===== config.mk =====
export PLATFORM = sky130hd
export DESIGN_NAME = plc_device_command_frame_encoder_flat
export DESIGN_NICKNAME = d
export VERILOG_FILES = /design/src/rtl/plcfe_pkg.sv /design/src/rtl/plcfe_if.sv /design/src/rtl/plcfe_map.sv /design/src/rtl/plc_device_command_frame_encoder.sv /design/src/flat_wrapper.sv
export SDC_FILE = /design/constraint.sdc
export NUM_CORES = 1
export LEC_CHECK = 0
export BUFFER_PORTS_ARGS = -buffer_cell sky130_fd_sc_hd__buf_2
export CAP_MARGIN = 10
export CORE_MARGIN = 8
export CORE_UTILIZATION = 60
export CTS_CLUSTER_DIAMETER = 80
export CTS_CLUSTER_SIZE = 40
export DETAILED_ROUTE_END_ITERATION = 8
export HOLD_SLACK_MARGIN = 0.02
export PLACE_DENSITY = 0.79
export SYNTH_ARGS = -nofsm -noshare
export SYNTH_HDL_FRONTEND = slang
export SYNTH_HIERARCHICAL = 1
export SYNTH_SLANG_ARGS = --single-unit

===== constraint.sdc =====
create_clock -name clk -period 6.4 [get_ports clk]
set_input_delay 1.28 -clock clk [delete_from_list [all_inputs] [get_ports clk]]
set_output_delay 1.28 -clock clk [all_outputs]
set_load 0.01 [all_outputs]

===== src/rtl/plcfe_pkg.sv =====
// shared constants, types and helpers for the command frame encoder
package plcfe_pkg;

    localparam logic [3:0] KIND_D      = 4'd0;
    localparam logic [3:0] KIND_X      = 4'd1;
    localparam logic [3:0] KIND_YOUT   = 4'd2;
    localparam logic [3:0] KIND_YPULSE = 4'd3;
    localparam logic [3:0] KIND_S      = 4'd4;
    localparam logic [3:0] KIND_T      = 4'd5;
    localparam logic [3:0] KIND_M      = 4'd6;
    localparam logic [3:0] KIND_C16    = 4'd7;
    localparam logic [3:0] KIND_C32    = 4'd8;
    localparam logic [3:0] KIND_CRST   = 4'd9;

    localparam logic [1:0] STAT_OK    = 2'd0;
    localparam logic [1:0] STAT_RANGE = 2'd1;
    localparam logic [1:0] STAT_BAD   = 2'd2;

    localparam logic [7:0] CH_STX  = 8'h02;
    localparam logic [7:0] CH_ETX  = 8'h03;
    localparam logic [7:0] CH_READ = 8'h30;
    localparam logic [7:0] CH_WRITE = 8'h31;
    localparam logic [7:0] CH_ERR  = 8'h00;

    localparam logic [15:0] BASE_D      = 16'h1000;
    localparam logic [15:0] BASE_D_SPEC = 16'h0E00;
    localparam logic [15:0] BASE_X      = 16'h0080;
    localparam logic [15:0] BASE_YOUT   = 16'h00A0;
    localparam logic [15:0] BASE_YPULSE = 16'h02A0;
    localparam logic [15:0] BASE_T      = 16'h0800;
    localparam logic [15:0] BASE_M      = 16'h0100;
    localparam logic [15:0] BASE_M_SPEC = 16'h01E0;
    localparam logic [15:0] BASE_C16    = 16'h0A00;
    localparam logic [15:0] BASE_C32    = 16'h0C00;
    localparam logic [15:0] BASE_CRST   = 16'h03C0;

    localparam logic [15:0] OCT_MAX  = 16'd7777;
    localparam logic [15:0] RECIP_10 = 16'd52429;

    localparam logic [4:0] XIN_LIMIT [4] = '{5'd6, 5'd8, 5'd12, 5'd16};

    typedef struct packed {
        logic        done;
        logic [1:0]  status;
        logic [15:0] addr;
        logic [2:0]  cnt;
    } map_res_t;

    typedef enum logic [3:0] {
        ST_IDLE,
        ST_MAP,
        ST_STX,
        ST_CMD,
        ST_ADDR,
        ST_CNT,
        ST_DATA,
        ST_ETX,
        ST_SUM,
        ST_ERR
    } enc_state_t;

    function automatic logic [7:0] hexch(input logic [3:0] v);
        logic [7:0] r;
        if (v < 4'd10)
        begin
            r = {4'h3, v};
        end
        else
        begin
            r = 8'h37 + {4'h0, v};
        end
        return r;
    endfunction

endpackage


===== src/rtl/plcfe_if.sv =====
// request and frame word channel interfaces
interface plcfe_in_if;
    logic        valid;
    logic        ready;
    logic        mode;
    logic [3:0]  device_kind;
    logic [15:0] device_number;
    logic [31:0] write_data;

    modport source(output valid, mode, device_kind, device_number, write_data, input ready);
    modport sink(input valid, mode, device_kind, device_number, write_data, output ready);
endinterface

interface plcfe_out_if;
    logic       valid;
    logic       ready;
    logic [7:0] frame_byte;
    logic       last_byte;
    logic [1:0] status;
    logic [3:0] expected_reply_length;

    modport source(output valid, frame_byte, last_byte, status, expected_reply_length,
                   input ready);
    modport sink(input valid, frame_byte, last_byte, status, expected_reply_length,
                 output ready);
endinterface


===== src/rtl/plcfe_map.sv =====
// device address mapper with a digit-serial octal decoder
module plcfe_map (
    input  logic               clk,
    input  logic               rst_n,
    input  logic               start,
    input  logic [3:0]         kind,
    input  logic [15:0]        number,
    input  logic [1:0]         model,
    output plcfe_pkg::map_res_t res
);
    import plcfe_pkg::*;

    logic        busy_reg;
    logic        fin_reg;
    logic [1:0]  step_reg;
    logic [12:0] n_reg;
    logic [11:0] k_reg;
    logic        bad_reg;
    logic [3:0]  kind_reg;
    logic [15:0] num_reg;

    logic [28:0] prod;
    logic [9:0]  quot;
    logic [12:0] quot_x10;
    logic [12:0] diff;
    logic [3:0]  digit;
    logic [15:0] off_8000;
    logic [15:0] off_200;

    assign prod     = {16'b0, n_reg} * {13'b0, RECIP_10};
    assign quot     = prod[28:19];
    assign quot_x10 = {quot, 3'b0} + {2'b0, quot, 1'b0};
    assign diff     = n_reg - quot_x10;
    assign digit    = diff[3:0];
    assign off_8000 = num_reg - 16'd8000;
    assign off_200  = num_reg - 16'd200;

    always_ff @(posedge clk or negedge rst_n)
    begin
        if (!rst_n)
        begin
            busy_reg <= 1'b0;
            fin_reg  <= 1'b0;
            step_reg <= 2'd0;
        end
        else if (start)
        begin
            busy_reg <= 1'b1;
            fin_reg  <= 1'b0;
            step_reg <= 2'd0;
        end
        else if (busy_reg)
        begin
            step_reg <= step_reg + 2'd1;
            if (step_reg == 2'd3)
            begin
                busy_reg <= 1'b0;
                fin_reg  <= 1'b1;
            end
        end
        else
        begin
            fin_reg <= 1'b0;
        end
    end

    always_ff @(posedge clk)
    begin
        if (start)
        begin
            n_reg    <= number[12:0];
            k_reg    <= 12'd0;
            bad_reg  <= (number > OCT_MAX);
            kind_reg <= kind;
            num_reg  <= number;
        end
        else if (busy_reg)
        begin
            n_reg <= {3'b0, quot};
            k_reg <= {digit[2:0], k_reg[11:3]};
            if (digit > 4'd7)
            begin
                bad_reg <= 1'b1;
            end
        end
    end

    always_comb
    begin
        res.done   = fin_reg;
        res.status = STAT_OK;
        res.addr   = 16'd0;
        res.cnt    = 3'd1;
        unique case (kind_reg) inside
            KIND_D:
            begin
                res.cnt = 3'd2;
                if (num_reg <= 16'd255 || (num_reg >= 16'd1000 && num_reg <= 16'd2499))
                begin
                    res.addr = BASE_D + {num_reg[14:0], 1'b0};
                end
                else if (num_reg >= 16'd8000 && num_reg <= 16'd8255)
                begin
                    res.addr = BASE_D_SPEC + {off_8000[14:0], 1'b0};
                end
                else
                begin
                    res.status = STAT_RANGE;
                end
            end
            KIND_X:
            begin
                if (bad_reg || k_reg >= {7'b0, XIN_LIMIT[model]})
                begin
                    res.status = STAT_BAD;
                end
                else
                begin
                    res.addr = BASE_X + {7'b0, k_reg[11:3]};
                end
            end
            KIND_YOUT, KIND_YPULSE:
            begin
                if (bad_reg)
                begin
                    res.status = STAT_BAD;
                end
                else
                begin
                    res.addr = ((kind_reg == KIND_YPULSE) ? BASE_YPULSE : BASE_YOUT)
                             + {7'b0, k_reg[11:3]};
                end
            end
            KIND_S:
            begin
                if (num_reg < 16'd128)
                begin
                    res.addr = {3'b0, num_reg[15:3]};
                end
                else
                begin
                    res.status = STAT_RANGE;
                end
            end
            KIND_T:
            begin
                res.cnt = 3'd2;
                if (num_reg <= 16'd63)
                begin
                    res.addr = BASE_T + {num_reg[14:0], 1'b0};
                end
                else
                begin
                    res.status = STAT_RANGE;
                end
            end
            KIND_M:
            begin
                if (num_reg < 16'd512)
                begin
                    res.addr = BASE_M + {3'b0, num_reg[15:3]};
                end
                else if (num_reg >= 16'd8000 && num_reg <= 16'd8255)
                begin
                    res.addr = BASE_M_SPEC + {3'b0, off_8000[15:3]};
                end
                else
                begin
                    res.status = STAT_RANGE;
                end
            end
            KIND_C16:
            begin
                res.cnt = 3'd2;
                if (num_reg < 16'd32)
                begin
                    res.addr = BASE_C16 + {num_reg[14:0], 1'b0};
                end
                else
                begin
                    res.status = STAT_RANGE;
                end
            end
            KIND_C32:
            begin
                res.cnt = 3'd4;
                if (num_reg > 16'd200 && num_reg <= 16'd255)
                begin
                    res.addr = BASE_C32 + {off_200[13:0], 2'b0};
                end
                else
                begin
                    res.status = STAT_RANGE;
                end
            end
            KIND_CRST:
            begin
                if (num_reg <= 16'd255)
                begin
                    res.addr = BASE_CRST + {3'b0, num_reg[15:3]};
                end
                else
                begin
                    res.status = STAT_RANGE;
                end
            end
            default:
            begin
                res.status = STAT_BAD;
            end
        endcase
    end

endmodule


===== src/rtl/plc_device_command_frame_encoder.sv =====
// ascii hex command frame encoder top level
// the first frame word is presented once the address mapper has finished with the request
// a frame is 11 to 19 words, one word per cycle while the sink keeps up
// a new request is taken only after the last word of the previous frame (or its error word)
// request throughput is set by the four-step decimal digit unit and the byte sequencer
// reset clears control state and sets the model register to 0
module plc_device_command_frame_encoder (
    input  logic              clk,
    input  logic              rst_n,
    input  logic              cfg_wr_en,
    input  logic [1:0]        cfg_wr_data,
    plcfe_in_if.sink          req,
    plcfe_out_if.source       frm
);
    import plcfe_pkg::*;

    enc_state_t  state_reg, state_next;
    logic [1:0]  plc_model_reg;
    logic        mode_reg;
    logic [31:0] data_reg, data_next;
    logic [15:0] addr_reg, addr_next;
    logic [2:0]  cnt_reg;
    logic [1:0]  err_stat_reg;
    logic [2:0]  dig_reg, dig_next;
    logic [7:0]  sum_reg, sum_next;

    logic        out_valid_reg;
    logic [7:0]  out_byte_reg;
    logic        out_last_reg;
    logic [1:0]  out_stat_reg;
    logic [3:0]  out_erl_reg;

    logic        accept;
    logic        load;
    logic        emit;
    logic [7:0]  byte_v;
    logic        last_v;
    logic [1:0]  stat_v;
    logic [3:0]  erl_v;
    logic [3:0]  nib_data;
    logic        last_data;
    map_res_t    mres;

    assign req.ready = (state_reg == ST_IDLE);
    assign accept    = req.valid && req.ready;
    assign load      = !out_valid_reg || frm.ready;
    assign nib_data  = dig_reg[0] ? data_reg[3:0] : data_reg[7:4];
    assign last_data = ({1'b0, dig_reg} == ({cnt_reg, 1'b0} - 4'd1));

    assign frm.valid                 = out_valid_reg;
    assign frm.frame_byte            = out_byte_reg;
    assign frm.last_byte             = out_last_reg;
    assign frm.status                = out_stat_reg;
    assign frm.expected_reply_length = out_erl_reg;

    plcfe_map u_map (
        .clk    (clk),
        .rst_n  (rst_n),
        .start  (accept),
        .kind   (req.device_kind),
        .number (req.device_number),
        .model  (plc_model_reg),
        .res    (mres)
    );

    always_ff @(posedge clk or negedge rst_n)
    begin
        if (!rst_n)
        begin
            state_reg     <= ST_IDLE;
            plc_model_reg <= 2'd0;
            out_valid_reg <= 1'b0;
            dig_reg       <= 3'd0;
        end
        else
        begin
            state_reg <= state_next;
            dig_reg   <= dig_next;
            if (cfg_wr_en)
            begin
                plc_model_reg <= cfg_wr_data;
            end
            if (emit)
            begin
                out_valid_reg <= 1'b1;
            end
            else if (frm.ready)
            begin
                out_valid_reg <= 1'b0;
            end
        end
    end

    always_ff @(posedge clk)
    begin
        sum_reg  <= sum_next;
        addr_reg <= addr_next;
        if (accept)
        begin
            mode_reg <= req.mode;
            data_reg <= req.write_data;
        end
        else
        begin
            data_reg <= data_next;
        end
        if (state_reg == ST_MAP && mres.done)
        begin
            cnt_reg      <= mres.cnt;
            err_stat_reg <= mres.status;
        end
        if (emit)
        begin
            out_byte_reg <= byte_v;
            out_last_reg <= last_v;
            out_stat_reg <= stat_v;
            out_erl_reg  <= erl_v;
        end
    end

    always_comb
    begin
        state_next = state_reg;
        emit       = 1'b0;
        byte_v     = CH_ERR;
        last_v     = 1'b0;
        stat_v     = STAT_OK;
        erl_v      = mode_reg ? 4'd0 : ({cnt_reg, 1'b0} + 4'd4);
        dig_next   = dig_reg;
        sum_next   = sum_reg;
        addr_next  = addr_reg;
        data_next  = data_reg;
        unique case (state_reg)
            ST_IDLE:
            begin
                if (req.valid)
                begin
                    state_next = ST_MAP;
                end
            end
            ST_MAP:
            begin
                if (mres.done)
                begin
                    addr_next  = mres.addr;
                    dig_next   = 3'd0;
                    state_next = (mres.status == STAT_OK) ? ST_STX : ST_ERR;
                end
            end
            ST_STX:
            begin
                byte_v = CH_STX;
                if (load)
                begin
                    emit       = 1'b1;
                    sum_next   = 8'd0;
                    state_next = ST_CMD;
                end
            end
            ST_CMD:
            begin
                byte_v = mode_reg ? CH_WRITE : CH_READ;
                if (load)
                begin
                    emit       = 1'b1;
                    sum_next   = sum_reg + byte_v;
                    dig_next   = 3'd0;
                    state_next = ST_ADDR;
                end
            end
            ST_ADDR:
            begin
                byte_v = hexch(addr_reg[15:12]);
                if (load)
                begin
                    emit      = 1'b1;
                    sum_next  = sum_reg + byte_v;
                    addr_next = {addr_reg[11:0], 4'h0};
                    if (dig_reg == 3'd3)
                    begin
                        dig_next   = 3'd0;
                        state_next = ST_CNT;
                    end
                    else
                    begin
                        dig_next = dig_reg + 3'd1;
                    end
                end
            end
            ST_CNT:
            begin
                byte_v = dig_reg[0] ? hexch({1'b0, cnt_reg}) : hexch(4'h0);
                if (load)
                begin
                    emit     = 1'b1;
                    sum_next = sum_reg + byte_v;
                    if (dig_reg[0])
                    begin
                        dig_next   = 3'd0;
                        state_next = mode_reg ? ST_DATA : ST_ETX;
                    end
                    else
                    begin
                        dig_next = dig_reg + 3'd1;
                    end
                end
            end
            ST_DATA:
            begin
                byte_v = hexch(nib_data);
                if (load)
                begin
                    emit     = 1'b1;
                    sum_next = sum_reg + byte_v;
                    if (dig_reg[0])
                    begin
                        data_next = {8'h00, data_reg[31:8]};
                    end
                    if (last_data)
                    begin
                        dig_next   = 3'd0;
                        state_next = ST_ETX;
                    end
                    else
                    begin
                        dig_next = dig_reg + 3'd1;
                    end
                end
            end
            ST_ETX:
            begin
                byte_v = CH_ETX;
                if (load)
                begin
                    emit       = 1'b1;
                    sum_next   = sum_reg + byte_v;
                    dig_next   = 3'd0;
                    state_next = ST_SUM;
                end
            end
            ST_SUM:
            begin
                byte_v = dig_reg[0] ? hexch(sum_reg[3:0]) : hexch(sum_reg[7:4]);
                last_v = dig_reg[0];
                if (load)
                begin
                    emit = 1'b1;
                    if (dig_reg[0])
                    begin
                        dig_next   = 3'd0;
                        state_next = ST_IDLE;
                    end
                    else
                    begin
                        dig_next = dig_reg + 3'd1;
                    end
                end
            end
            ST_ERR:
            begin
                byte_v = CH_ERR;
                last_v = 1'b1;
                stat_v = err_stat_reg;
                erl_v  = 4'd0;
                if (load)
                begin
                    emit       = 1'b1;
                    state_next = ST_IDLE;
                end
            end
            default:
            begin
                state_next = ST_IDLE;
            end
        endcase
    end

endmodule


===== src/flat_wrapper.sv =====
// flat-port wrapper written by rule: the top's interface ports become plain ports
module plc_device_command_frame_encoder_flat import plcfe_pkg::*;
  (clk, rst_n, cfg_wr_en, cfg_wr_data, req_valid, req_mode, req_device_kind, req_device_number, req_write_data, req_ready, frm_valid, frm_frame_byte, frm_last_byte, frm_status, frm_expected_reply_length, frm_ready);
  plcfe_in_if req_i ();
  plcfe_out_if frm_i ();
  input  logic clk;
  input  logic rst_n;
  input  logic cfg_wr_en;
  input  logic [1:0] cfg_wr_data;
  input wire logic [$bits(req_i.valid)-1:0] req_valid;
  input wire logic [$bits(req_i.mode)-1:0] req_mode;
  input wire logic [$bits(req_i.device_kind)-1:0] req_device_kind;
  input wire logic [$bits(req_i.device_number)-1:0] req_device_number;
  input wire logic [$bits(req_i.write_data)-1:0] req_write_data;
  output wire logic [$bits(req_i.ready)-1:0] req_ready;
  output wire logic [$bits(frm_i.valid)-1:0] frm_valid;
  output wire logic [$bits(frm_i.frame_byte)-1:0] frm_frame_byte;
  output wire logic [$bits(frm_i.last_byte)-1:0] frm_last_byte;
  output wire logic [$bits(frm_i.status)-1:0] frm_status;
  output wire logic [$bits(frm_i.expected_reply_length)-1:0] frm_expected_reply_length;
  input wire logic [$bits(frm_i.ready)-1:0] frm_ready;
  assign req_i.valid = req_valid;
  assign req_i.mode = req_mode;
  assign req_i.device_kind = req_device_kind;
  assign req_i.device_number = req_device_number;
  assign req_i.write_data = req_write_data;
  assign req_ready = req_i.ready;
  assign frm_valid = frm_i.valid;
  assign frm_frame_byte = frm_i.frame_byte;
  assign frm_last_byte = frm_i.last_byte;
  assign frm_status = frm_i.status;
  assign frm_expected_reply_length = frm_i.expected_reply_length;
  assign frm_i.ready = frm_ready;
  plc_device_command_frame_encoder u_core (.clk(clk), .rst_n(rst_n), .cfg_wr_en(cfg_wr_en), .cfg_wr_data(cfg_wr_data), .req(req_i), .frm(frm_i));
endmodule

Word-level counts from Yosys, hierarchy flattened
Cells that the tools add are included.
{"block": "op_classes", "multipliers": 1, "bitwise_logic": 1, "reduce_logical": 33, "muxes": 99, "magnitude_cmp": 19, "addsub": 28, "eq_ne": 38}
{"operator": "16-bit case mux with 9 select lines", "n": 1}
{"operator": "32-bit two-way mux", "n": 4}
{"operator": "8-bit two-way mux", "n": 16}
{"operator": "16-bit two-way mux", "n": 7}
{"operator": "12-bit by 16-bit adder with 16-bit output, first input constant", "n": 4}
{"operator": "4-bit two-way mux", "n": 16}
{"operator": "8-bit case mux with 7 select lines", "n": 1}
{"operator": "8-bit case mux with 6 select lines", "n": 1}
{"operator": "14-bit two-way mux", "n": 3}
{"operator": "4-bit case mux with 10 select lines", "n": 1}
{"operator": "13-bit two-way mux", "n": 3}
{"operator": "8-bit adder", "n": 4}
{"operator": "4-bit by 3-bit == test with 1-bit output, second input constant", "n": 8}
{"operator": "16-bit case mux with 2 select lines", "n": 1}
{"operator": "13-bit by 16-bit multiplier with 29-bit output, second input constant", "n": 1}
{"operator": "6-bit by 4-bit adder with 7-bit output, first input constant", "n": 4}
{"operator": "9-bit by 13-bit adder with 14-bit output, first input constant", "n": 2}
{"operator": "2-bit by 1-bit != test with 1-bit output, second input constant", "n": 14}
{"operator": "3-bit two-way mux", "n": 8}
{"operator": "1-bit two-way mux", "n": 22}
{"operator": "10-bit two-way mux", "n": 2}
{"operator": "2-bit case mux with 9 select lines", "n": 1}
{"operator": "13-bit by 16-bit adder with 16-bit output, first input constant", "n": 1}
{"operator": "4-bit by 2-bit == test with 1-bit output, second input constant", "n": 4}
{"operator": "other kinds (60)", "n": 90}
{"block": "totals", "reg_bits": 137, "wordCells": 241, "output_inout_bits": 17, "in_bits": 60}

Longest topological paths before layout
Gate-level depths: netlist of the first run.
{"block": "logic_depth", "word_depth": 12, "mapped_depth": 20, "depth_no_buf": 20}

Cells and area by module
The synthesis of the first run kept the hierarchy.
{"mod": "plcfe_map", "instances": 1, "seq_area_each_um2": 1361.3, "area_per_inst_um2": 7043.0, "cells_each": 774}
{"mod": "plc_device_command_frame_encoder", "instances": 1, "seq_area_each_um2": 2502.4, "area_per_inst_um2": 4753.3, "cells_each": 411}

Worst setup path before layout of the first run
OpenSTA, ideal clock, no wires.
{"block": "synth_timing", "path_kind": "register to register", "from": "reg u_core.u_map.n_reg[11]", "to": "reg u_core.u_map.bad_reg (enable)", "arrival_time_ps": 5050, "path_buffers": 0, "t_required_ps": 6109, "period_less_slack_ps": 5341, "path_stages_with_launch": 21, "setup_slack_ps": 1059, "setup_ps": 291, "cell_sequence": "edfxtp_1 -> inv_1 -> ha_1 -> inv_1 -> fa_1 -> inv_1 -> fa_1 -> fa_1 -> inv_1 -> fa_1 -> ha_1 -> nand3_1 -> o21ai_0 -> a2111oi_2 -> o31a_2 -> xnor2_1 -> ha_1 -> a211oi_2 -> xnor2_1 -> xnor2_1 -> a21o_1"}
{"block": "synth_between", "elab_chain_cells": 6}
{"item": "start, declared", "line_no": "plcfe_map.sv:16", "source": "logic [12:0] n_reg;"}
{"item": "start signal, assigned", "line_no": "plcfe_map.sv:71", "source": "n_reg <= number[12:0];"}
{"item": "start signal, assigned", "line_no": "plcfe_map.sv:79", "source": "n_reg <= {3'b0, quot};"}
{"item": "13-bit by 16-bit multiplier with 29-bit output", "line_no": "plcfe_map.sv:30", "source": "assign prod = {16'b0, n_reg} * {13'b0, RECIP_10};"}
{"item": "4-bit adder", "line_no": "plcfe_map.sv:32", "source": "assign quot_x10 = {quot, 3'b0} + {2'b0, quot, 1'b0};"}
{"item": "4-bit subtractor", "line_no": "plcfe_map.sv:33", "source": "assign diff = n_reg - quot_x10;"}
{"item": "4-bit by 3-bit > comparator with 1-bit output", "line_no": "plcfe_map.sv:81", "source": "if (digit > 4'd7)"}
{"item": "2-bit nonzero test (no source line)"}
{"item": "2-bit AND reduction (no source line)"}
{"item": "end signal, assigned", "line_no": "plcfe_map.sv:73", "source": "bad_reg <= (number > OCT_MAX);"}
{"item": "end, declared", "line_no": "plcfe_map.sv:18", "source": "logic bad_reg;"}
Every way passes these cells.
A chain may end at the register's enable or synchronous reset.

Worst setup path in the final report of the first run
Ends and elaborated chain as after synthesis.

==> results of run 1 <==
## cell usage after synthesis, types with 4 or more instances
master and n:
sky130_fd_sc_hd__a21oi_1 47, sky130_fd_sc_hd__a22oi_1 12, sky130_fd_sc_hd__nor2_1 70, sky130_fd_sc_hd__inv_2 4, sky130_fd_sc_hd__o22ai_1 10, sky130_fd_sc_hd__nor2b_1 6, sky130_fd_sc_hd__o21ai_1 13, sky130_fd_sc_hd__nand3_1 19
sky130_fd_sc_hd__buf_6 7, sky130_fd_sc_hd__buf_4 6, sky130_fd_sc_hd__nor4_1 6, sky130_fd_sc_hd__mux2_1 19, sky130_fd_sc_hd__dfxtp_1 12, sky130_fd_sc_hd__o21ai_0 40, sky130_fd_sc_hd__nor3_1 21, sky130_fd_sc_hd__xor2_1 14
sky130_fd_sc_hd__o31ai_1 8, sky130_fd_sc_hd__dfrtp_1 14, sky130_fd_sc_hd__xnor2_1 49, sky130_fd_sc_hd__edfxtp_1 109, sky130_fd_sc_hd__a31oi_1 6, sky130_fd_sc_hd__and2_1 18, sky130_fd_sc_hd__nand2b_1 12, sky130_fd_sc_hd__nand2_1 105
sky130_fd_sc_hd__a211oi_1 9, sky130_fd_sc_hd__nand4_1 7, sky130_fd_sc_hd__o211ai_1 9, sky130_fd_sc_hd__ha_1 135, sky130_fd_sc_hd__clkbuf_1 17, sky130_fd_sc_hd__mux2_2 9, sky130_fd_sc_hd__or2_2 4, sky130_fd_sc_hd__inv_1 143
sky130_fd_sc_hd__nor4b_1 5, sky130_fd_sc_hd__and3_1 20, sky130_fd_sc_hd__o32ai_1 6, sky130_fd_sc_hd__mux2i_1 18, sky130_fd_sc_hd__buf_2 13, sky130_fd_sc_hd__fa_1 49, sky130_fd_sc_hd__a21o_1 16, sky130_fd_sc_hd__a211o_1 4
## path summary, 6_finish.rpt
path,to,from
max in group asynchronous,u_core/dig_reg[1],rst_n
worst max-delay path,u_core/u_map/bad_reg,u_core/u_map/n_reg[11]
worst max register to register,u_core/u_map/bad_reg,u_core/u_map/n_reg[11]
min in group asynchronous,u_core/plc_model_reg[0],rst_n
worst min register to register,u_core/addr_reg[11],u_core/addr_reg[7]
worst min-delay path,u_core/addr_reg[11],u_core/addr_reg[7]
## cells by family after synthesis
family | after synthesis | synth area share (%)
flip-flops | 135 | 32.8
adder cells (fa/ha/maj) | 184 | 22.6
XOR/XNOR | 65 | 4.95
buffers and inverters | 192 | 6.88
AO/OA/AOI/OAI | 237 | 14.2
AND/OR/NAND/NOR | 323 | 14.1
multiplexers | 48 | 4.45
other | 1 | 0.0318
## worst max-delay path, delay by kind of cell (launching register included)
family	cells	cell delay, ps
AOI/OAI and AO/OA	4	990
xor gates and xnor gates	3	490
adders and majority gates	7	3050
buffers and inverters	4	280
DFF	1	420
and+or+nand+nor	2	240
## stage by stage
step | instance area (um^2) | setup WS, ps
after floorplan | 11800 | 1060
after global placement | 12300 | 834
after detailed placement | 12300 | 700
after CTS | 12900 | 651
after global routing | 12900 | 331
final | 12900 | 649
## layout make-up
cell class | instances | area (um^2) | area share (%)
Sequential cell | 135 | 3860 | 30.0
Tap cell | 265 | 332 | 2.57
Multi-Input combinational cell | 859 | 7130 | 55.3
Timing Repair Buffer | 79 | 408 | 3.16
Inverter | 147 | 552 | 4.28
Clock inverter | 11 | 149 | 1.15
Clock buffer | 21 | 460 | 3.57
## per-layer routing
layer  global-route usage [%]  up-vias  wire length [um]
met4                     8.56        0               720
met3                     4.58       58              1810
met2                     42.6      343             14800
met1                     31.0     4390             12300
met5                        0        -                 0
li1                         -     4299                 -
==> impl_metrics.env, run 1 <==
export IMPL_post_layout_nonfiller_instances=1517
export IMPL_max_clock_path_buffers=2
export IMPL_clkTransAtPathRegs_ps=60
export IMPL_grt_ovfl_total=0
export IMPL_grt_antenna_before_repair=0
export IMPL_layout_area_overhead_vs_synth_pct=9.30
export IMPL_synth_cell_types=100
export IMPL_setup_violations=0
export IMPL_worstPathArrival_ps=5890
export IMPL_setup_worst_path_end_class="flop"
export IMPL_worstHoldPathCells=2
export IMPL_async_flop_share_pct=10.4
export IMPL_numPlacedInstances=1485
export IMPL_initialDrtViolationCount=882
export IMPL_fin_util_pct=66.5
export IMPL_timing_critical_path_required_ps=6540
export IMPL_port_buffer_count=74
export IMPL_layout_commonest_cell="sky130_fd_sc_hd__inv_1"
export IMPL_grt_setup_unrepaired="false"
export IMPL_io_pins=77
export IMPL_ys_flop_type="sky130_fd_sc_hd__edfxtp_1"
export IMPL_cp_slowest_stage_delay_ps=630
export IMPL_route_final_wire_length_um=29700
export IMPL_gp_routability_congestion=0.984
export IMPL_post_synth_top_area_fraction_pct=27.7
export IMPL_vias_in_the_first_global_route=9168
export IMPL_cp_cell_sequence="inv_1 > ha_1 > inv_1 > fa_1 > inv_1 > fa_1 > fa_1 > inv_1 > fa_1 > ha_1 > nand3_1 > a21oi_1 > nor2_1 > o31a_2 > xnor2_1 > ha_1 > a211oi_2 > xnor2_1 > xnor2_1 > a21o_1"
export IMPL_worst_hold_slack_ps=506
export IMPL_floorplan_die_height_um=156
export IMPL_max_slew_margin_rel_pct=31.6
export IMPL_rows=51
export IMPL_yosys_area_top_type="sky130_fd_sc_hd__edfxtp_1"
export IMPL_detail_route_wl_per_cell_um=19.6
export IMPL_cts_inserted_buffers=17
export IMPL_clock_tree_root_cell="sky130_fd_sc_hd__clkbuf_16"
export IMPL_outcome="finished clean"
export IMPL_drv_cap=0
export IMPL_critical_path_slowest_cell="sky130_fd_sc_hd__fa_1"
export IMPL_worst_slew_pin_transition_ps=1020
export IMPL_syn_inst=1185
export IMPL_floorplan_core_area_um2=19400
export IMPL_htreeDepth=4
export IMPL_post_cts_resized=0
export IMPL_initial_cell_density_of_the_core_pct=60.8
export IMPL_fp_dieArea_um2=24400
export IMPL_clock_period_minus_final_worst_setup_slack_ps=5750
export IMPL_hold_viol_final=0
export IMPL_hold_buf_cts=0
export IMPL_holdCritPathClass="flop to flop"
export IMPL_via_per_inst=5.99
export IMPL_worstSetupPathType="flop to flop"
export IMPL_wire_length_of_the_first_global_routing_pass_um=47500
export IMPL_global_router_s_overall_resource_usage_pct=24.8
export IMPL_finalNetCount=1483
export IMPL_drt_drc_violations_left=0
export IMPL_cts_tree="yes"
export IMPL_final_setup_tns_ps=0
export IMPL_route_antenna_remaining_nets=0
export IMPL_yosys_reg_bits=135
export IMPL_synth_seq_area_share_pct=32.8
export IMPL_yosysWarningCount=6
export IMPL_cp_max_fanout=4
export IMPL_period_share_pct=89.9
export IMPL_ff2ff_setup_slack_ps=650
export IMPL_antenna_diode_count=0
export IMPL_fill_cells=1553
export IMPL_grt_max_degree=57
export IMPL_clock_skew_ps=8.67
export IMPL_cts_post_setup_buffers_inserted=0
export IMPL_setup_worst_path_start_class="flop"
export IMPL_final_max_slew_viol_count=0
export IMPL_rr_worst_depth=20
export IMPL_synth_cell_area_um2=11800
export IMPL_dr_total_vias=9090
export IMPL_worst_skew_pair_later_pin_latency_ps=420
export IMPL_floorplan_die_width_um=156
export IMPL_largest_reg_flops=32
export IMPL_synth_area_top_cells="sky130_fd_sc_hd__edfxtp_1, sky130_fd_sc_hd__ha_1, sky130_fd_sc_hd__fa_1, sky130_fd_sc_hd__inv_1, sky130_fd_sc_hd__xnor2_1"
export IMPL_most_common_layout_cells="sky130_fd_sc_hd__inv_1, sky130_fd_sc_hd__ha_1, sky130_fd_sc_hd__edfxtp_1, sky130_fd_sc_hd__nand2_1, sky130_fd_sc_hd__buf_2"
export IMPL_detail_route_first_pass_iterations=5
export IMPL_detailedPlacementHpwl_um=23000
export IMPL_postSynthAreaPerCell_um2=9.95
export IMPL_fmax_mhz=174
export IMPL_post_route_cells_drive_above_1_share_pct=13.0
export IMPL_synth_enable_flop_cells=109
export IMPL_cts_sink_count=135
Power of run 1 is not shown: default switching activity piles up to over one toggle a cycle in this logic, so the estimate is an artifact.
==> run 2, diff against run 1 <==
CAP_MARGIN = 20   (was 10)
CORE_UTILIZATION = 57   (was 60)
clock period = 4.8 ns   (was 6.4 ns; I/O delays follow)
==> impl_metrics.env, run 2 (synthesis gave the netlist of run 1 again) <==
export IMPL_final_max_slew_viol_count=0
export IMPL_initial_cell_density_of_the_core_pct=58.1
export IMPL_post_layout_nonfiller_instances=1610
export IMPL_outcome="finished with violations"
export IMPL_worstPathArrival_ps=5540
export IMPL_detail_route_first_pass_iterations=8
export IMPL_layout_area_overhead_vs_synth_pct=18.0
export IMPL_cp_max_fanout=3
export IMPL_footprint_of_the_multi_input_gates_um2=7490
export IMPL_grt_ovfl_total=0
export IMPL_hold_viol_final=0
export IMPL_detailedPlacementHpwl_um=23000
export IMPL_setup_worst_path_start_class="flop"
export IMPL_period_share_pct=113
export IMPL_global_router_s_overall_resource_usage_pct=23.9
export IMPL_worstSetupPathType="flop to flop"
export IMPL_finalNetCount=1570
export IMPL_wire_length_of_the_first_global_routing_pass_um=49500
export IMPL_largest_reg_flops=32
export IMPL_clkTransAtPathRegs_ps=60
export IMPL_max_clock_path_buffers=2
export IMPL_clock_period_minus_final_worst_setup_slack_ps=5410
export IMPL_worst_hold_slack_ps=449
export IMPL_setup_violations=10
export IMPL_setup_worst_path_end_class="flop"
export IMPL_rr_worst_depth=18
export IMPL_io_pins=77
export IMPL_max_slew_margin_rel_pct=44.1
export IMPL_initialDrtViolationCount=908
export IMPL_route_final_wire_length_um=31300
export IMPL_cp_slowest_stage_delay_ps=550
export IMPL_layout_commonest_cell="sky130_fd_sc_hd__inv_1"
export IMPL_dr_total_vias=9448
export IMPL_detail_route_wl_per_cell_um=19.4
export IMPL_fill_cells=1511
export IMPL_clock_tree_root_cell="sky130_fd_sc_hd__clkbuf_16"
export IMPL_cp_cell_sequence="ha_4 > inv_1 > fa_2 > fa_1 > fa_1 > fa_1 > inv_1 > ha_1 > nand3_4 > o21ai_4 > a2111oi_4 > o31a_2 > xnor2_2 > ha_1 > a211oi_2 > xnor2_1 > xnor2_1 > a21o_1"
export IMPL_timing_critical_path_required_ps=4930
export IMPL_critical_path_slowest_cell="sky130_fd_sc_hd__fa_1"
export IMPL_drv_cap=0
export IMPL_failed_checks="setup timing"
export IMPL_fmax_mhz=185
export IMPL_hold_buf_cts=0
export IMPL_clock_skew_ps=9.94
export IMPL_gp_routability_congestion=0.962
export IMPL_grt_antenna_before_repair=1
export IMPL_port_buffer_count=74
export IMPL_final_critical_path_setup_slack_ps=-615
export IMPL_floorplan_core_area_um2=20300
export IMPL_grt_setup_unrepaired="true"
export IMPL_numPlacedInstances=1561
export IMPL_ff2ff_setup_slack_ps=-610
export IMPL_cts_tree="yes"
export IMPL_drt_drc_violations_left=0
export IMPL_post_route_cells_drive_above_1_share_pct=22.0
export IMPL_rows=52
export IMPL_vias_in_the_first_global_route=9544
export IMPL_holdCritPathClass="primary input to asynchronous set/reset pin"
export IMPL_crit_reg2reg_launch="u_core/u_map/n_reg[8]"
export IMPL_rr_endpoint="u_core/u_map/bad_reg"
export IMPL_route_antenna_remaining_nets=0
export IMPL_cts_sink_count=135
export IMPL_htreeDepth=4
export IMPL_floorplan_die_height_um=160
export IMPL_via_per_inst=5.87
export IMPL_cts_inserted_buffers=17
export IMPL_floorplan_die_width_um=160
export IMPL_fp_dieArea_um2=25600
export IMPL_seq_area_um2=3860
export IMPL_grt_max_degree=41
export IMPL_most_common_layout_cells="sky130_fd_sc_hd__inv_1, sky130_fd_sc_hd__ha_1, sky130_fd_sc_hd__edfxtp_1, sky130_fd_sc_hd__nand2_1, sky130_fd_sc_hd__buf_4"
export IMPL_crit_path_frequent_cell="sky130_fd_sc_hd__fa_1"
export IMPL_worst_slew_pin_transition_ps=838
export IMPL_worst_skew_pair_later_pin_latency_ps=420
## run 2: changes by cell type in the layout (fill, tap and decap cells not counted), moves of 5 or more
cell / delta
sky130_fd_sc_hd__ha_1: -12
sky130_fd_sc_hd__inv_2: +5
sky130_fd_sc_hd__ha_4: +12
sky130_fd_sc_hd__o21ai_2: +6
sky130_fd_sc_hd__buf_4: +84
sky130_fd_sc_hd__inv_1: -5
## run 2: worst max path at each step
stage	end	from	slack, ps
6_report	u_core/u_map/bad_reg	u_core/u_map/n_reg[8]	-610
5_1_grt	u_core/u_map/bad_reg	u_core/u_map/n_reg[5]	-770
4_1_cts	u_core/u_map/bad_reg	u_core/u_map/n_reg[11]	-560
3_5_place_dp	u_core/u_map/bad_reg	u_core/u_map/n_reg[8]	-650
3_3_place_gp	u_core/u_map/bad_reg	u_core/u_map/n_reg[8]	-550
2_1_floorplan	u_core/u_map/bad_reg	u_core/u_map/n_reg[11]	-400
## run 2: critical path: cells and delay by family, from the launching register on
family	cells	cell delay, ps
flip-flops	1	490
buffers and inverters	2	160
AND/OR/NAND/NOR	1	130
XOR/XNOR	3	440
AO/OA/AOI/OAI	5	1030
adder cells (fa/ha/maj)	7	2880
## run 2: final cells by class
cell class	count	share of cell area, %
repair buffers	166	7.71
flip-flops and latches	135	27.8
clock buffers	20	3.21
clock inverters	12	1.09
diodes	1	0.0180
inverters	147	3.97
well taps	270	2.43
multi-input cells	859	53.8
## run 2: routing by layer
layer  track usage [%]  vias to the layer above  routed length, um
li1                  -                     4474                  -
met1              29.9                     4527              12700
met2              40.8                      372              15600
met3              4.22                       75               1970
met4              8.79                        0                995
met5                 0                        -                  0
## run 2: what timing repair did
action                                  in CTS  in global routing
resized for setup                           26                 11
endpoints found under the setup margin      10                 12
hold endpoints to repair                     0                  0
buffers inserted                             9                  6
pin swaps                                   37                 27
## run 2: through the flow
step	setup slack, ps	cell area, um^2	utilization [%]	TNS, ps
4_1_cts	-563	13800	68.0	-2820
6_report	-615	13900	68.5	-3510
5_1_grt	-765	13900	68.5	-5130
3_3_place_gp	-547	13000	63.9	-2130
3_5_place_dp	-646	13000	63.9	-2950
2_1_floorplan	-398	12000	-	-398
Power of run 2 is left out for the same reason.
==> run 3, diff against run 2 <==
TNS_END_PERCENT = 5   (was unset)
==> impl_metrics.env, run 3 (synthesis gave the netlist of run 1 again) <==
export IMPL_initial_cell_density_of_the_core_pct=58.1
export IMPL_htreeDepth=4
export IMPL_max_clock_path_buffers=2
export IMPL_cts_inserted_buffers=17
export IMPL_largest_reg_flops=32
export IMPL_hold_viol_final=0
export IMPL_clock_period_minus_final_worst_setup_slack_ps=5340
export IMPL_critical_path_slowest_cell="sky130_fd_sc_hd__fa_1"
export IMPL_worst_path_dominant_cell_family="adder cells"
export IMPL_vias_in_the_first_global_route=9432
export IMPL_initialDrtViolationCount=861
export IMPL_global_router_s_overall_resource_usage_pct=23.5
export IMPL_grt_antenna_before_repair=1
export IMPL_grt_ovfl_total=0
export IMPL_cp_cell_sequence="ha_4 > inv_1 > fa_1 > inv_1 > fa_1 > inv_2 > fa_1 > fa_1 > inv_2 > ha_4 > nand4_1 > a21oi_2 > a2111oi_4 > o31a_2 > xnor2_2 > ha_1 > a211oi_2 > xnor2_1 > xnor2_1 > a21o_1"
export IMPL_failed_checks="setup timing"
export IMPL_worstPathArrival_ps=5470
export IMPL_most_common_layout_cells="sky130_fd_sc_hd__inv_1, sky130_fd_sc_hd__ha_1, sky130_fd_sc_hd__edfxtp_1, sky130_fd_sc_hd__nand2_1, sky130_fd_sc_hd__buf_4"
export IMPL_port_buffer_count=74
export IMPL_layout_area_overhead_vs_synth_pct=16.4
export IMPL_worst_skew_pair_later_pin_latency_ps=420
export IMPL_hold_buf_cts=0
export IMPL_worstSetupPathType="flop to flop"
export IMPL_cp_max_fanout=3
export IMPL_dr_total_vias=9392
export IMPL_post_route_cells_drive_above_1_share_pct=20.8
export IMPL_detail_route_first_pass_iterations=6
export IMPL_via_per_inst=5.87
export IMPL_detail_route_wl_per_cell_um=18.9
export IMPL_drt_drc_violations_left=0
export IMPL_fp_dieArea_um2=25600
export IMPL_clkTransAtPathRegs_ps=60
export IMPL_final_max_slew_viol_count=0
export IMPL_floorplan_die_width_um=160
export IMPL_setup_worst_path_end_class="flop"
export IMPL_footprint_of_the_multi_input_gates_um2=7390
export IMPL_fin_util_pct=67.7
export IMPL_crit_path_frequent_cell="sky130_fd_sc_hd__fa_1"
export IMPL_final_critical_path_setup_slack_ps=-535
export IMPL_gp_routability_congestion=0.962
export IMPL_seq_area_um2=3860
export IMPL_holdCritPathClass="primary input to asynchronous set/reset pin"
export IMPL_max_slew_margin_rel_pct=43.1
export IMPL_setup_violations=9
export IMPL_timing_critical_path_required_ps=4930
export IMPL_period_share_pct=111
export IMPL_setup_worst_path_start_class="flop"
export IMPL_clock_tree_root_cell="sky130_fd_sc_hd__clkbuf_16"
export IMPL_cts_tree="yes"
export IMPL_fmax_mhz=187
export IMPL_detailedPlacementHpwl_um=23000
export IMPL_grt_max_degree=41
export IMPL_layout_commonest_cell="sky130_fd_sc_hd__inv_1"
export IMPL_rows=52
export IMPL_finalNetCount=1559
export IMPL_drv_cap=0
export IMPL_wire_length_of_the_first_global_routing_pass_um=48900
export IMPL_fill_cells=1557
export IMPL_io_pins=77
export IMPL_route_antenna_remaining_nets=0
export IMPL_outcome="finished with violations"
export IMPL_cts_sink_count=135
export IMPL_worst_slew_pin_transition_ps=854
export IMPL_clock_skew_ps=10.0
export IMPL_route_final_wire_length_um=30300
export IMPL_grt_setup_unrepaired="true"
export IMPL_worst_path_buf_inv=4
export IMPL_floorplan_die_height_um=160
export IMPL_floorplan_core_area_um2=20300
export IMPL_cp_slowest_stage_delay_ps=540
## run 3: layer usage
| layer | global-route usage [%] | vias up | wire (um) |
|---|---|---|---|
| li1 | - | 4451 | - |
| met1 | 30.0 | 4516 | 12500 |
| met2 | 39.8 | 348 | 15000 |
| met3 | 4.09 | 77 | 1840 |
| met4 | 8.03 | 0 | 901 |
| met5 | 0 | - | 0 |
## run 3: stage by stage
stage	hold slack (ps)	cell area (um^2)	setup TNS (ps)	cells	setup WS, ps
6_report	449	13700	-2300	1599	-535
5_1_grt	462	13700	-3880	1599	-715
4_1_cts	449	13600	-2360	1595	-567
3_5_place_dp	488	13000	-2950	1561	-646
3_3_place_gp	472	13000	-2130	1561	-547
2_1_floorplan	451	12000	-398	1186	-398
## run 3: timing repair
item | in CTS | in global routing
gates resized for setup | 9 | 14
pin swaps | 22 | 5
buffers inserted | 2 | 2
endpoints found under the setup margin | 10 | 13
## run 3: area by class of cell
cell class,count,area share (%)
Inverter,147,4.02
Clock inverter,12,1.10
Timing Repair Buffer,155,7.18
Tap cell,270,2.46
Clock buffer,20,3.25
Multi-Input combinational cell,859,53.8
Antenna cell,1,0.0182
Sequential cell,135,28.1
## run 3: worst register-to-register path: cells and delay by family (launching register included)
family	cells	cell delay, ps
simple gates	1	110
compound gates	5	1040
fa+ha+maj	7	2850
xor+xnor	3	440
buf+inv	4	190
flops	1	450
## run 3: worst paths after layout
kind	from	end	slack, ps	depth (start not counted)
hold / removal	rst_n	u_core/dig_reg[1]	450	1
max in group asynchronous	rst_n	u_core/u_map/fin_reg	4090	1
hold reg to reg	u_core/u_map/k_reg[2]	u_core/u_map/k_reg[2]	500	2
min in group clk	u_core/u_map/k_reg[2]	u_core/u_map/k_reg[2]	500	2
setup / recovery	u_core/u_map/n_reg[11]	u_core/u_map/bad_reg	-540	20
setup reg to reg	u_core/u_map/n_reg[11]	u_core/u_map/bad_reg	-540	20
Power of run 3 is left out for the same reason.
